[src/lesp_pkg.sv]
// Shared types and constants for the little-endian stream packer.
`timescale 1ns / 1ps

package lesp_pkg;

  localparam int CW = 11;  // cursor, capacity and bytes_left width

  localparam logic [CW-1:0] CAP_RESET = 11'd1024;
  localparam logic [2:0]    GROUP_MAX_BITS = 3'd5;

  localparam logic [3:0] CMD_REWIND  = 4'd0;
  localparam logic [3:0] CMD_WRITE8  = 4'd1;
  localparam logic [3:0] CMD_WRITE16 = 4'd2;
  localparam logic [3:0] CMD_WRITE32 = 4'd3;
  localparam logic [3:0] CMD_WBIT    = 4'd4;
  localparam logic [3:0] CMD_READ8   = 4'd5;
  localparam logic [3:0] CMD_READ16  = 4'd6;
  localparam logic [3:0] CMD_READ32  = 4'd7;
  localparam logic [3:0] CMD_RBIT    = 4'd8;

  // What a request resolves to once its bounds check is known
  typedef enum logic [2:0] {
    OP_NONE,
    OP_REWIND,
    OP_WR,
    OP_RD,
    OP_WBIT_NEW,
    OP_WBIT_ADD,
    OP_RBIT_NEW,
    OP_RBIT_ADD
  } op_t;

  typedef enum logic [2:0] {
    ST_CLEAR,
    ST_IDLE,
    ST_EXEC,
    ST_READ,
    ST_CAPT,
    ST_WRITE,
    ST_FIN
  } state_t;

  typedef struct packed {
    logic clr_wr;
    logic accept;
    logic mem_rd;
    logic capture;
    logic mem_wr;
    logic step;
    logic commit;
  } ctrl_cmd_t;

  typedef struct packed {
    op_t  op;
    logic last;
    logic clr_last;
    logic out_free;
  } ctrl_stat_t;

endpackage

[src/lesp_ctrl.sv]
// Sequencer for clearing, byte reads, byte writes and result hand-off.
`timescale 1ns / 1ps

module lesp_ctrl
  import lesp_pkg::*;
(
  input  logic       clk,
  input  logic       rst_n,
  input  logic       in_valid,
  output logic       in_ready,
  input  ctrl_stat_t stat,
  output ctrl_cmd_t  cmd
);

  state_t state_r, state_nxt;

  always_ff @(posedge clk) begin
    if (!rst_n) begin
      state_r <= ST_CLEAR;
    end else begin
      state_r <= state_nxt;
    end
  end

  always_comb begin
    state_nxt = state_r;
    case (state_r)
      ST_CLEAR: begin
        if (stat.clr_last) state_nxt = ST_IDLE;
      end
      ST_IDLE: begin
        if (in_valid) state_nxt = ST_EXEC;
      end
      ST_EXEC: begin
        case (stat.op)
          OP_WR, OP_WBIT_NEW:                    state_nxt = ST_WRITE;
          OP_RD, OP_WBIT_ADD, OP_RBIT_NEW,
          OP_RBIT_ADD:                           state_nxt = ST_READ;
          default:                               state_nxt = ST_FIN;
        endcase
      end
      ST_READ: state_nxt = ST_CAPT;
      ST_CAPT: begin
        if (stat.op == OP_RD && !stat.last) state_nxt = ST_READ;
        else if (stat.op == OP_WBIT_ADD)    state_nxt = ST_WRITE;
        else                                state_nxt = ST_FIN;
      end
      ST_WRITE: begin
        if (!(stat.op == OP_WR && !stat.last)) state_nxt = ST_FIN;
      end
      ST_FIN: begin
        if (stat.out_free) state_nxt = ST_IDLE;
      end
      default: state_nxt = ST_CLEAR;
    endcase
  end

  always_comb begin
    cmd      = '0;
    in_ready = 1'b0;
    case (state_r)
      ST_CLEAR: cmd.clr_wr = 1'b1;
      ST_IDLE: begin
        in_ready   = 1'b1;
        cmd.accept = in_valid;
      end
      ST_READ: cmd.mem_rd = 1'b1;
      ST_CAPT: begin
        cmd.capture = 1'b1;
        cmd.step    = (stat.op == OP_RD) && !stat.last;
      end
      ST_WRITE: begin
        cmd.mem_wr = 1'b1;
        cmd.step   = (stat.op == OP_WR) && !stat.last;
      end
      ST_FIN: cmd.commit = stat.out_free;
      default: cmd = '0;
    endcase
  end

endmodule

[config.mk]
export PLATFORM = sky130hd
export DESIGN_NAME = lesp_ctrl
export DESIGN_NICKNAME = d
export VERILOG_FILES = /design/src/lesp_pkg.sv /design/src/lesp_ctrl.sv
export SDC_FILE = /design/constraint.sdc
export NUM_CORES = 1
export LEC_CHECK = 0
export ABC_AREA = 1
export CAP_MARGIN = 30
export CORE_AREA = 8 8 45 47
export DETAILED_ROUTE_END_ITERATION = 16
export DIE_AREA = 0 0 53 55
export DONT_BUFFER_PORTS = 1
export GPL_TIMING_DRIVEN = 0
export RECOVER_POWER = 25
export REMOVE_ABC_BUFFERS = 1
export SLEW_MARGIN = 25
export SYNTH_ARGS = -nofsm -noshare
export SYNTH_HDL_FRONTEND = slang
export SYNTH_SLANG_ARGS = --single-unit
[constraint.sdc]
create_clock -name clk -period 1.9 [get_ports clk]
set_clock_uncertainty 0.1 [all_clocks]
set_input_delay 0.285 -clock clk [delete_from_list [all_inputs] [get_ports clk]]
set_output_delay 0.285 -clock clk [all_outputs]
set_load 0.05 [all_outputs]
==> impl_results.md <==
* Setup CP Type: reg -> out
* DR vias at between 400 and 500
* Worst Hold Slack at about 0.12 ns
* Initial Utilization at 0.285
* Non-Filler Instances at 98
* Site Rows at 14
* Worst EP arrival at between 1 and 1.5 ns
* Met3 WL at approximately 40 um
* Mean Syn Cell Area at 5.05 um^2
* Sequential share of the synthesized area at 0.152
* RSZ-0062 raised after global routing: no
* Logic pwr share at 0.604
* Initial antenna violation count at 0
* Total CTS buffers at 3
* Area after DPL at 419 um^2
* Routability cong. at about 0.77
* Final #Nets at just over 90
* Vias/cell at 4.54
* R2r endpoint: state_r[2]
* Reg power frac at 0.206
* 1st-pass router iterations at 4
* CP startpoint kind: register
* Internal power at 0.000245 W
* Met1 WL at 381 um
* Die Y at roughly 55 um
* DP HPWL at 858 um
* Yosys top cell by area: nand2_1
* Fin crit share at 0.935
* Most common cell in the netlist: nand2_1
* I/O Buffers at 0
* Gr ovfl total at 0
* Post-route minimum period at approximately 1.8 ns
* Rel. slew slack at 0.610
* Clock Latency Late Sink at 0.23 ns
* Post-synth top cells: nand2_1 (22), nor2_1 (13), inv_1 (11), inv_2 (7), nand3_1 (6)
* FF-to-FF setup slack at 0.41 ns
* Maximum VDD drop at about 400 uV
* Yosys Warn Count at 0
* Number of synthesized register bits at 3
* Deepest clock path buffer count at 2
* Routed WL at 1000 um
* Max-cap violations at 0
* Clk slew on worst S/H paths at 0.04 ns
* Setup Total Neg Slack at 0 ns
* CTS tree: yes
* Global-route wire length before repair at between 1500 and 2000 um
* Largest regs: state_r x3
* CORE AREA at 0.00138 mm^2
* Initial drt markers at 5
* # setup viols final at 0
* Share of layout cells above drive strength 1 at 0.268
* Crit path required time at 1.51 ns
* Mapped Cells at 78
* Commonest register cell after synthesis: dfxtp_1
* Kind of end point of the critical path: output port
* NetSw at 0.000335 W
* PnR worst setup slack at 0.123 ns
* GRT Util Overall at 0.0749
* Measured slew at the worst slew-check pin at 0.584 ns
* Area growth, synth to finish at 19.0%
* # diodes at 0
* Worst-path fanout max at 7
* CP Launch Point: state_r[0]
* Number of flip-flops in the largest register at 3
* Wirelength per Cell at 10.2 um
* PD cells at 1240 mW/mm^2
* Clk pwr share at 0.190
* H-tree depth at 1
* Wire length on met2 at between 500 and 600 um
* FMAX at between 500 and 600 MHz
* Synth Cell Area at between 300 and 400 um^2
* Largest net degree at the start of global routing at 8
* Area share of the largest cell type after synthesis at 0.210
* Number of global-route vias before repair at between 400 and 500
* Switching Share at 0.578
* Lkg Pwr at 0.251 nW
* Biggest register: state_r
* Top-Level Pins at 17
* Status: completed
* DRC at 0
* Number of synthesized flops with an enable pin at 0
* CTS sink cnt at 3
* Uppermost layer routed: met3
* Placed instance count at 94
* Synth area leaders: nand2_1 (21%), dfxtp_1 (15%), nor2_1 (12%)
* Final ANT Viol Nets at 0
* Worst r2r path cells at 7
* Root Buffer: clkbuf_4
* Final hold violations at 0
* Die ar. at around 0.0029 mm^2
* Synth async-reset ratio at 0
* Distinct cell type count after synthesis at 15
* Die Width at 53 um
* Finished Cell Area at about 470 um^2
* Worst Hold Class: in -> reg
* CP Capture Point: in_ready
* Max-slew violations at 0
* Reg2Reg Launch Point: state_r[0]
* Dpl ws at 0.0520 ns
* Setup bufs post-CTS at 0
worst max-delay path, stage by stage, from the launching register on:
cell and delay, ns:
dfxtp_1 0.47, nand2_1 0.20, nor2_2 0.50
metrics by stage:
stage	total power (W)	utilization
6_report	0.000580	0.339
5_1_grt	0.000631	0.339
4_1_cts	0.000587	0.333
3_5_place_dp	0.000460	0.303
3_3_place_gp	0.000456	0.299
2_1_floorplan	0.000414	-
repair_timing:
item / CTS / global route
gates cloned: 0 / 0
gates resized for setup: 4 / 2
hold buffers: 0 / 0
endpoints found under the setup margin: 4 / 1
pin swaps: 0 / 0
power by group through the flow:
stage               sequential (W)  clock, W  combinational, W
global placement          0.000117         0          0.000340
finish                    0.000120  0.000110          0.000350
CTS                       0.000118  0.000116          0.000353
detailed placement        0.000118         0          0.000342
floorplan                 0.000112         0          0.000302
global route              0.000125  0.000125          0.000381
cell type report:
cell class	instances	area, um^2
clock buffer	4	26.3
multi-input combinational	57	294
inverter	18	67.6
sequential	3	61.3
tap	16	20.0
fill	165	915
cell families after synthesis:
kind of cell / synth area share
AOI/OAI and AO/OA: 0.0762
buffers and inverters: 0.171
DFF: 0.152
and+or+nand+nor: 0.600
worst min path at each step:
stage / startpoint / endpoint / cells after the start
3_3_place_gp: rst_n / state_r[0] / 2
4_1_cts: rst_n / state_r[0] / 2
5_1_grt: rst_n / state_r[0] / 2
6_report: rst_n / state_r[2] / 2
3_5_place_dp: rst_n / state_r[0] / 2
2_1_floorplan: rst_n / state_r[0] / 2
cells in the final DEF (no fill, tap or decap), drive strengths merged:
| master | netlist | routed |
|---|---|---|
| nor2 | 16 | 16 |
| nor3 | 1 | 1 |
| clkbuf | 0 | 4 |
| o21ai | 2 | 2 |
| nand4 | 1 | 1 |
| nand3 | 8 | 8 |
| a21oi | 4 | 4 |
| nand3b | 1 | 1 |
| inv | 18 | 18 |
| dfxtp | 3 | 3 |
| nand2 | 24 | 24 |
per-layer routing:
layer  vias to the layer above  global-route usage
met2                         4               0.148
met4                         0              0.0259
met3                         0              0.0267
met5                         -                   0
met1                       195              0.0684
li1                        246                   -
Power figures use the tool's default switching activity.
